[src/hdl/hdu_pkg.sv]
// Shared types and constants for the half-duplex 8N1 UART.
// No dependencies; every module imports this package.
`timescale 1ns / 1ps

package hdu_pkg;

   localparam int CSR_INDEX_W = 1;
   localparam int CSR_DATA_W  = 16;

   localparam logic [CSR_INDEX_W-1:0] CSR_BIT_PERIOD  = 1'b0;
   localparam logic [CSR_INDEX_W-1:0] CSR_HALF_PERIOD = 1'b1;

   localparam logic [15:0] BIT_PERIOD_RESET  = 16'd103;
   localparam logic [14:0] HALF_PERIOD_RESET = 15'd52;

   localparam int FRAME_W = 10;

   localparam logic [3:0] RX_BITS = 4'hA;
   localparam logic [3:0] TX_BITS = 4'h9;

   typedef struct packed {
      logic       rx_level;
      logic       send_valid;
      logic [7:0] send_byte;
   } req_type;

   typedef struct packed {
      logic       tx_level;
      logic       send_accepted;
      logic       recv_valid;
      logic [7:0] recv_byte;
      logic [1:0] busy_res;
   } rsp_type;

endpackage

[src/hdl/hdu_if.sv]
// Valid/ready channel interfaces for the request and response sides.
// Depends on nothing beyond plain logic types.
`timescale 1ns / 1ps

interface hdu_req_if;
   logic       valid;
   logic       ready;
   logic       rx_level;
   logic       send_valid;
   logic [7:0] send_byte;

   modport source (output valid, rx_level, send_valid, send_byte, input ready);
   modport sink   (input valid, rx_level, send_valid, send_byte, output ready);
endinterface

interface hdu_rsp_if;
   logic       valid;
   logic       ready;
   logic       tx_level;
   logic       send_accepted;
   logic       recv_valid;
   logic [7:0] recv_byte;
   logic [1:0] busy_res;

   modport source (output valid, tx_level, send_accepted, recv_valid, recv_byte, busy_res,
                   input ready);
   modport sink   (input valid, tx_level, send_accepted, recv_valid, recv_byte, busy_res,
                   output ready);
endinterface

[src/hdl/hdu_core.sv]
// Bit timer, transmit shifter and receive sampler; one tick per accepted transfer.
// Holds the period registers. Depends on hdu_pkg.
`timescale 1ns / 1ps

module hdu_core (
   input  logic                             clock,
   input  logic                             reset,
   input  logic                             csr_we,
   input  logic [hdu_pkg::CSR_INDEX_W-1:0]  csr_index,
   input  logic [hdu_pkg::CSR_DATA_W-1:0]   csr_wdata,
   input  logic                             step,
   input  hdu_pkg::req_type                 req,
   output hdu_pkg::rsp_type                 rsp
);
   import hdu_pkg::*;

   typedef enum logic [1:0] {
      ACT_IDLE = 2'd0,
      ACT_TX   = 2'd1,
      ACT_RX   = 2'd2
   } activity_type;

   activity_type       activity_ff, activity_in;
   logic [15:0]        tick_count_ff, tick_count_in;
   logic [3:0]         bits_left_ff, bits_left_in;
   logic [FRAME_W-1:0] shift_word_ff, shift_word_in;
   logic               line_out_ff, line_out_in;
   logic               last_rx_ff, last_rx_in;
   logic [15:0]        bit_period_ff;
   logic [14:0]        half_period_ff;

   logic [FRAME_W-1:0] shift_rx;
   logic [3:0]         bits_dec;
   logic               accepted;
   logic               got;
   logic [7:0]         rbyte;

   always_comb begin
      activity_in   = activity_ff;
      tick_count_in = tick_count_ff;
      bits_left_in  = bits_left_ff;
      shift_word_in = shift_word_ff;
      line_out_in   = line_out_ff;
      last_rx_in    = req.rx_level;
      accepted      = 1'b0;
      got           = 1'b0;
      rbyte         = 8'd0;
      shift_rx      = {req.rx_level, shift_word_ff[FRAME_W-1:1]};
      bits_dec      = bits_left_ff - 4'd1;

      unique case (activity_ff)
         ACT_TX: begin
            if (tick_count_ff >= bit_period_ff) begin
               if (bits_left_ff == 4'd0) begin
                  activity_in = ACT_IDLE;
                  line_out_in = 1'b1;
               end else begin
                  line_out_in   = shift_word_ff[0];
                  shift_word_in = {1'b0, shift_word_ff[FRAME_W-1:1]};
                  bits_left_in  = bits_dec;
                  tick_count_in = 16'd1;
               end
            end else begin
               tick_count_in = tick_count_ff + 16'd1;
            end
         end
         ACT_RX: begin
            if (tick_count_ff <= 16'd1) begin
               shift_word_in = shift_rx;
               tick_count_in = bit_period_ff;
               bits_left_in  = bits_dec;
               if (bits_dec == 4'd0) begin
                  activity_in = ACT_IDLE;
                  if (shift_rx[FRAME_W-1] && !shift_rx[0]) begin
                     got   = 1'b1;
                     rbyte = shift_rx[8:1];
                  end
               end
            end else begin
               tick_count_in = tick_count_ff - 16'd1;
            end
         end
         default: begin
            activity_in = ACT_IDLE;
            if (last_rx_ff && !req.rx_level) begin
               activity_in   = ACT_RX;
               tick_count_in = {1'b0, half_period_ff};
               bits_left_in  = RX_BITS;
               shift_word_in = '0;
            end else if (req.send_valid) begin
               // start bit goes out now; the rest waits in the shifter
               activity_in   = ACT_TX;
               accepted      = 1'b1;
               line_out_in   = 1'b0;
               shift_word_in = {1'b0, 1'b1, req.send_byte};
               bits_left_in  = TX_BITS;
               tick_count_in = 16'd1;
            end
         end
      endcase

      rsp.tx_level      = line_out_in;
      rsp.send_accepted = accepted;
      rsp.recv_valid    = got;
      rsp.recv_byte     = rbyte;
      rsp.busy_res      = activity_in;
   end

   always_ff @(posedge clock) begin
      if (reset) begin
         activity_ff    <= ACT_IDLE;
         tick_count_ff  <= '0;
         bits_left_ff   <= '0;
         shift_word_ff  <= '0;
         line_out_ff    <= 1'b1;
         last_rx_ff     <= 1'b1;
         bit_period_ff  <= BIT_PERIOD_RESET;
         half_period_ff <= HALF_PERIOD_RESET;
      end else begin
         if (csr_we) begin
            unique case (csr_index)
               CSR_BIT_PERIOD:  bit_period_ff  <= csr_wdata;
               CSR_HALF_PERIOD: half_period_ff <= csr_wdata[14:0];
               default: ;
            endcase
         end
         if (step) begin
            activity_ff   <= activity_in;
            tick_count_ff <= tick_count_in;
            bits_left_ff  <= bits_left_in;
            shift_word_ff <= shift_word_in;
            line_out_ff   <= line_out_in;
            last_rx_ff    <= last_rx_in;
         end
      end
   end

   a_accept_from_idle: assert property (@(posedge clock) disable iff (reset)
      step && rsp.send_accepted |-> activity_ff == ACT_IDLE && req.send_valid)
      else $error("send taken while not idle");

   a_recv_on_last_sample: assert property (@(posedge clock) disable iff (reset)
      step && rsp.recv_valid |-> activity_ff == ACT_RX && bits_left_ff == 4'd1)
      else $error("byte delivered off the tenth sample");

   a_rx_count_range: assert property (@(posedge clock) disable iff (reset)
      activity_ff == ACT_RX |-> bits_left_ff != 4'd0 && bits_left_ff <= RX_BITS)
      else $error("receive bit count out of range");

endmodule

[src/hdl/hdu_skid.sv]
// Two-slot response queue between the tick logic and the response channel.
// Depends on hdu_pkg.
`timescale 1ns / 1ps

module hdu_skid (
   input  logic             clock,
   input  logic             reset,
   input  logic             push,
   input  hdu_pkg::rsp_type push_data,
   output logic             in_ready,
   output logic             out_valid,
   input  logic             out_ready,
   output hdu_pkg::rsp_type out_data
);
   import hdu_pkg::*;

   rsp_type    head_ff, head_in;
   rsp_type    tail_ff, tail_in;
   logic [1:0] count_ff, count_in;
   logic       pop;

   assign in_ready  = (count_ff != 2'd2);
   assign out_valid = (count_ff != 2'd0);
   assign out_data  = head_ff;
   assign pop       = out_valid && out_ready;

   always_comb begin
      head_in  = head_ff;
      tail_in  = tail_ff;
      count_in = count_ff;
      case (count_ff)
         2'd0: begin
            if (push) begin
               head_in  = push_data;
               count_in = 2'd1;
            end
         end
         2'd1: begin
            if (push && pop) begin
               head_in = push_data;
            end else if (push) begin
               tail_in  = push_data;
               count_in = 2'd2;
            end else if (pop) begin
               count_in = 2'd0;
            end
         end
         default: begin
            if (pop) begin
               head_in  = tail_ff;
               count_in = 2'd1;
            end
         end
      endcase
   end

   always_ff @(posedge clock) begin
      if (reset) begin
         count_ff <= '0;
      end else begin
         count_ff <= count_in;
      end
      head_ff <= head_in;
      tail_ff <= tail_in;
   end

endmodule

[src/hdl/half_duplex_uart_8n1.sv]
// Half-duplex 8N1 UART, top level: request/response channels and register port.
// Depends on hdu_pkg, hdu_if, hdu_core and hdu_skid.
//
// Each request transfer is one tick of the bit timer and carries the receive
// line level and an optional byte to send. Each request produces exactly one
// response transfer: the transmit line level, whether the send was taken, a
// received byte with its valid flag, and the activity code.
// Throughput: one request per cycle while the queue has room; the tick logic is one
// register stage and a single pass of compare-and-update logic.
// The response for a request is registered into a two-slot queue and is offered
// once the responses queued ahead of it have been taken.
// Stall: while the response side holds off, the queue absorbs one more
// response; with both slots full req_if.ready drops and the timer stops
// advancing until a response is taken.
// Reset: line idle at mark, no activity, bit period 103 and half period 52
// ticks, queue empty. Write the periods through csr_* only while idle.
`timescale 1ns / 1ps

module half_duplex_uart_8n1 (
   input  logic                             clock,
   input  logic                             reset,
   hdu_req_if.sink                          req_if,
   hdu_rsp_if.source                        rsp_if,
   input  logic                             csr_we,
   input  logic [hdu_pkg::CSR_INDEX_W-1:0]  csr_index,
   input  logic [hdu_pkg::CSR_DATA_W-1:0]   csr_wdata
);
   import hdu_pkg::*;

   req_type req;
   rsp_type core_rsp;
   rsp_type out_rsp;
   logic    step;
   logic    in_ready;

   assign req.rx_level   = req_if.rx_level;
   assign req.send_valid = req_if.send_valid;
   assign req.send_byte  = req_if.send_byte;

   assign req_if.ready = in_ready;
   assign step         = req_if.valid && in_ready;

   hdu_core u_core (
      .clock     (clock),
      .reset     (reset),
      .csr_we    (csr_we),
      .csr_index (csr_index),
      .csr_wdata (csr_wdata),
      .step      (step),
      .req       (req),
      .rsp       (core_rsp)
   );

   hdu_skid u_skid (
      .clock     (clock),
      .reset     (reset),
      .push      (step),
      .push_data (core_rsp),
      .in_ready  (in_ready),
      .out_valid (rsp_if.valid),
      .out_ready (rsp_if.ready),
      .out_data  (out_rsp)
   );

   assign rsp_if.tx_level      = out_rsp.tx_level;
   assign rsp_if.send_accepted = out_rsp.send_accepted;
   assign rsp_if.recv_valid    = out_rsp.recv_valid;
   assign rsp_if.recv_byte     = out_rsp.recv_byte;
   assign rsp_if.busy_res      = out_rsp.busy_res;

endmodule

[src/flat_wrapper.sv]
// flat-port wrapper written by rule: the top's interface ports become plain ports
module half_duplex_uart_8n1_flat import hdu_pkg::*;
  (clock, reset, csr_we, csr_index, csr_wdata, req_if_valid, req_if_rx_level, req_if_send_valid, req_if_send_byte, req_if_ready, rsp_if_valid, rsp_if_tx_level, rsp_if_send_accepted, rsp_if_recv_valid, rsp_if_recv_byte, rsp_if_busy_res, rsp_if_ready);
  hdu_req_if req_if_i ();
  hdu_rsp_if rsp_if_i ();
  input  logic clock;
  input  logic reset;
  input  logic csr_we;
  input  logic [hdu_pkg::CSR_INDEX_W-1:0] csr_index;
  input  logic [hdu_pkg::CSR_DATA_W-1:0] csr_wdata;
  input wire logic [$bits(req_if_i.valid)-1:0] req_if_valid;
  input wire logic [$bits(req_if_i.rx_level)-1:0] req_if_rx_level;
  input wire logic [$bits(req_if_i.send_valid)-1:0] req_if_send_valid;
  input wire logic [$bits(req_if_i.send_byte)-1:0] req_if_send_byte;
  output wire logic [$bits(req_if_i.ready)-1:0] req_if_ready;
  output wire logic [$bits(rsp_if_i.valid)-1:0] rsp_if_valid;
  output wire logic [$bits(rsp_if_i.tx_level)-1:0] rsp_if_tx_level;
  output wire logic [$bits(rsp_if_i.send_accepted)-1:0] rsp_if_send_accepted;
  output wire logic [$bits(rsp_if_i.recv_valid)-1:0] rsp_if_recv_valid;
  output wire logic [$bits(rsp_if_i.recv_byte)-1:0] rsp_if_recv_byte;
  output wire logic [$bits(rsp_if_i.busy_res)-1:0] rsp_if_busy_res;
  input wire logic [$bits(rsp_if_i.ready)-1:0] rsp_if_ready;
  assign req_if_i.valid = req_if_valid;
  assign req_if_i.rx_level = req_if_rx_level;
  assign req_if_i.send_valid = req_if_send_valid;
  assign req_if_i.send_byte = req_if_send_byte;
  assign req_if_ready = req_if_i.ready;
  assign rsp_if_valid = rsp_if_i.valid;
  assign rsp_if_tx_level = rsp_if_i.tx_level;
  assign rsp_if_send_accepted = rsp_if_i.send_accepted;
  assign rsp_if_recv_valid = rsp_if_i.recv_valid;
  assign rsp_if_recv_byte = rsp_if_i.recv_byte;
  assign rsp_if_busy_res = rsp_if_i.busy_res;
  assign rsp_if_i.ready = rsp_if_ready;
  half_duplex_uart_8n1 u_core (.clock(clock), .reset(reset), .req_if(req_if_i), .rsp_if(rsp_if_i), .csr_we(csr_we), .csr_index(csr_index), .csr_wdata(csr_wdata));
endmodule
[config.mk]
export PLATFORM = sky130hd
export DESIGN_NAME = half_duplex_uart_8n1_flat
export DESIGN_NICKNAME = d
export VERILOG_FILES = /design/src/hdl/hdu_pkg.sv /design/src/hdl/hdu_if.sv /design/src/hdl/hdu_core.sv /design/src/hdl/hdu_skid.sv /design/src/hdl/half_duplex_uart_8n1.sv /design/src/flat_wrapper.sv
export SDC_FILE = /design/constraint.sdc
export NUM_CORES = 1
export LEC_CHECK = 0
export ABC_CLOCK_PERIOD_IN_PS = 3600
export BUFFER_PORTS_ARGS = -buffer_cell sky130_fd_sc_hd__buf_4
export CAP_MARGIN = 5
export CORE_AREA = 2 2 122 100
export DETAILED_ROUTE_END_ITERATION = 8
export DIE_AREA = 0 0 124 102
export PLACE_DENSITY = 0.66
export SLEW_MARGIN = 20
export SYNTH_ARGS = -nofsm -noshare
export SYNTH_HDL_FRONTEND = slang
export SYNTH_HIERARCHICAL = 1
export SYNTH_SLANG_ARGS = --single-unit
[constraint.sdc]
create_clock -name clock -period 3.6 [get_ports clock]
set_input_delay 0.54 -clock clock [delete_from_list [all_inputs] [get_ports clock]]
set_output_delay 0.54 -clock clock [all_outputs]
set_load 0.02 [all_outputs]
==> reports/qor.log <==
[critical_path] WP buf/inv 1
[floorplanning] Total Die Area 12600 um^2
[synth] FFs w/ async S/R, synth 0
[run] max cap viols 0
[synth] post-synthesis instance area 5470 um^2
[sta] unrepaired setup endpoints after global routing no
[sta] actual transition at the worst max-transition pin 0.930 ns
[finish] area of all placed cells without fillers 6220 um^2
[finish] area overhead of the layout relative to synthesis 13.7%
[synth] per-instance average area after synthesis 8.93 um^2
[synth] number of synthesized flops with an enable pin 26
[critical_path] ordered cell list for the critical path inv_1, ha_1, nand2b_1, a2111o_1, a32oi_1, and2_1, o2111ai_2, o221ai_1
[sta] Max Slew Vio Count 0
[critical_path] crit path launch type register
[synth] number of storage elements in the synthesis netlist 93
[critical_path] data arrival time of the critical path 3.51 ns
[clock_network] clock slew at reported path FFs 0.07 ns
[sta] Post-Route Setup TNS 0 ns
[pwr] pwr dens 457 nW/um^2
[clock_network] Worst-Skew Late Latency 0.34 ns
[sta] maximum clock rate 0.307 GHz
[drt] per-cell via count in the routed design 5.95
[synth] Post-Synthesis Net Count 668
[synth] number of distinct library cells after synthesis 63
[place] count of port buffers added during placement 46
[clock_network] maximum buffer depth of the clock tree 2
[clock_network] number of buffers created by CTS 9
[finish] layout cell share with drive strength beyond 1 0.191
[floorplanning] total I/O pin count 47
[sta] Worst slew margin 0.377
[clock_network] clock tree root buffer cell sky130_fd_sc_hd__clkbuf_16
[finish] Antenna Cells 0
[min_path] path type of the worst min-delay path in2reg
[sta] worst-case hold slack 0.401 ns
[drt] remaining routing DRC violations 0
[synth] biggest area contributors in the synthesized netlist sky130_fd_sc_hd__dfxtp_1 25%, sky130_fd_sc_hd__edfxtp_1 14%, sky130_fd_sc_hd__nand2_1 5.9%
[place] total half-perimeter wirelength after legalization and detailed placement 9800 um
[pwr] maximum ir drop on the vdd rail 0.372 mV
[synth] sequential share of the synthesized area 0.388
[drt] DRC violation total after the first TritonRoute iteration 442
[synth] cell accounting for the most synthesized area sky130_fd_sc_hd__dfxtp_1
[clock_network] Post-CTS Hold Fix Bufs 0
[finish] commonest non-fill, non-tap cells in the layout 86 x sky130_fd_sc_hd__nand2_1, 67 x sky130_fd_sc_hd__dfxtp_1, 59 x sky130_fd_sc_hd__buf_4
[critical_path] slowest cell on the critical path sky130_fd_sc_hd__dfxtp_1
[clock_network] Post-CTS Repair Setup Buffers 0
[pwr] Leak 2.44 nW
[sta] Fin Clk Skew 0.00742 ns
[drt] total wirelength of the detailed-routed design 13600 um
[floorplanning] number of rows in the core area 35
[place] final weighted congestion of routability-driven global placement 0.932
[floorplanning] horizontal die dimension 124 um
[critical_path] Worst path max stage delay 0.51 ns
[floorplanning] Floorplan Core Area 11400 um^2
[clock_network] CTS tree yes
[sta] final critical delay including setup and external delays 3.26 ns
[clock_network] CTS Sinks 93
[floorplanning] Starting Density 0.481
[synth] top cell type's share of synthesized area 0.245
[sta] Finish-stage setup viols 0
[clock_network] Max H-tree Level 3
[drt] antenna-violating nets left 0
[drt] total via count in the routed design 4686
[global_routing] total global routing track utilization 0.227
[critical_path] Setup Crit Path Kind reg2reg
[critical_path] critical path required time 3.85 ns
[global_routing] first-pass GRT wire length 22600 um
[drt] final routed wire length divided by cell count 17.3 um
[sta] final hold violation count 0
[pwr] overall power after layout 2.85 mW
[critical_path] cell type group with the largest total delay on the critical path compound AO/OA/AOI/OAI gates
[finish] most common cell after layout, fill and taps aside sky130_fd_sc_hd__nand2_1
[clock_network] number of gates resized after CTS 0
[critical_path] Crit. End Element register
[global_routing] overall overflow remaining after global route 0
[drt] Initial DRT Pass Iterations 5
[global_routing] number of antenna violations at the first check in global routing 0
[sta] final worst path period share 0.904
[global_routing] pin count of the biggest net entering global routing 48
[place] post-place instance area 5880 um^2
[synth] number of instances in the synthesized netlist 613
[global_routing] via count of the first global-routing pass 4409
[finish] Net count, final 690
[synth] most instantiated flip-flop cell in the synthesis netlist sky130_fd_sc_hd__dfxtp_1
[synth] warnings from Yosys 6
[critical_path] critical path peak fanout 15
[status] result of the run finished, final reports clean
[floorplanning] Die H 102 um
-- layout make-up --
class                           instances  area, um^2
Tap cell                              148         185
Multi-Input combinational cell        442        3000
Inverter                               29         109
Timing Repair Buffer                   60         463
Fill cell                            1039        5160
Sequential cell                        93        2120
Clock buffer                            9         225
Clock inverter                          7         120
-- worst reg2reg max path, cell delays in order, from the launching register on --
cell and delay [ns]:
sky130_fd_sc_hd__dfxtp_1 0.51, sky130_fd_sc_hd__inv_1 0.15, sky130_fd_sc_hd__ha_1 0.31, sky130_fd_sc_hd__nand2b_1 0.14
sky130_fd_sc_hd__a2111o_1 0.41, sky130_fd_sc_hd__a32oi_1 0.51, sky130_fd_sc_hd__and2_1 0.28, sky130_fd_sc_hd__o2111ai_2 0.49
sky130_fd_sc_hd__o221ai_1 0.37
-- Yosys cell counts, types with 4 or more instances --
library cell,instances
sky130_fd_sc_hd__o211ai_1,15
sky130_fd_sc_hd__clkbuf_1,33
sky130_fd_sc_hd__nor3_1,17
sky130_fd_sc_hd__mux2_2,10
sky130_fd_sc_hd__a21oi_1,47
sky130_fd_sc_hd__mux2_4,6
sky130_fd_sc_hd__inv_1,28
sky130_fd_sc_hd__and3_1,16
sky130_fd_sc_hd__edfxtp_1,26
sky130_fd_sc_hd__a21oi_2,9
sky130_fd_sc_hd__mux2i_1,5
sky130_fd_sc_hd__o21ai_0,19
sky130_fd_sc_hd__buf_4,4
sky130_fd_sc_hd__a311oi_2,9
sky130_fd_sc_hd__buf_2,7
sky130_fd_sc_hd__nand2b_1,5
sky130_fd_sc_hd__o221ai_1,15
sky130_fd_sc_hd__nor2_1,33
sky130_fd_sc_hd__nand3_1,15
sky130_fd_sc_hd__xnor2_1,11
sky130_fd_sc_hd__and2_1,12
sky130_fd_sc_hd__a311oi_1,5
sky130_fd_sc_hd__a22oi_1,15
sky130_fd_sc_hd__nand2_1,86
sky130_fd_sc_hd__or3_1,4
sky130_fd_sc_hd__dfxtp_1,67
sky130_fd_sc_hd__ha_1,23
sky130_fd_sc_hd__buf_6,5
sky130_fd_sc_hd__xor2_1,10
-- metal layers --
layer / vias up / global-route usage / part of all wire
li1: 2268 / - / -
met1: 2231 / 0.338 / 0.49
met2: 165 / 0.337 / 0.43
met3: 22 / 0.0419 / 0.070
met4: 0 / 0.0605 / 0.017
met5: - / 0 / 0
-- state kept, by name (all words and copies together), names as in the netlist --
register	count
u_core/u_core/shift_word_ff	10
u_core/u_skid/count_ff	2
u_core/u_core/tick_count_ff	16
u_core/u_core/bit_period_ff	16
u_core/u_skid/out_data	13
u_core/u_skid/tail_ff	13
u_core/u_core/line_out_ff	1
u_core/u_core/last_rx_ff	1
u_core/u_core/bits_left_ff	4
u_core/u_core/half_period_ff	15
u_core/u_core/activity_ff	2
-- kinds of logic (layout without fill, tap and decap cells) --
family / after synthesis / in the layout / synth area share
XOR/XNOR: 21 / 21 / 0.0336
multiplexers: 21 / 21 / 0.0462
AND/OR/NAND/NOR: 210 / 210 / 0.188
AO/OA/AOI/OAI: 167 / 167 / 0.228
buffers and inverters: 78 / 105 / 0.0647
flip-flops: 93 / 93 / 0.388
adder cells (fa/ha/maj): 23 / 23 / 0.0526
-- per-stage QoR --
stage	setup slack (ns)	std cells	utilization
floorplan	0.793	613	-
global placement	0.551	772	0.516
detailed placement	0.427	772	0.516
CTS	0.384	788	0.547
global route	0.0642	788	0.547
finish	0.345	788	0.547
-- power breakdown --
group	switching, mW	internal (mW)	total [mW]
logic	0.329	0.234	0.563
registers	0.0559	1.14	1.19
clock network	0.410	0.682	1.09
total	0.795	2.05	2.85
-- path summary, 6_finish.rpt --
path / startpoint / endpoint / slack, ns / depth (start not counted)
worst min register to register: u_core/u_core/half_period_ff[7] / u_core/u_core/half_period_ff[7] / 0.46 / 2
worst min-delay path: rsp_if_ready / u_core/u_skid/count_ff[1] / 0.40 / 2
worst max-delay path: u_core/u_core/tick_count_ff[0] / u_core/u_core/tick_count_ff[10] / 0.34 / 8
worst max register to register: u_core/u_core/tick_count_ff[0] / u_core/u_core/tick_count_ff[10] / 0.34 / 8
No activity file was read; power rests on OpenSTA's default activity.
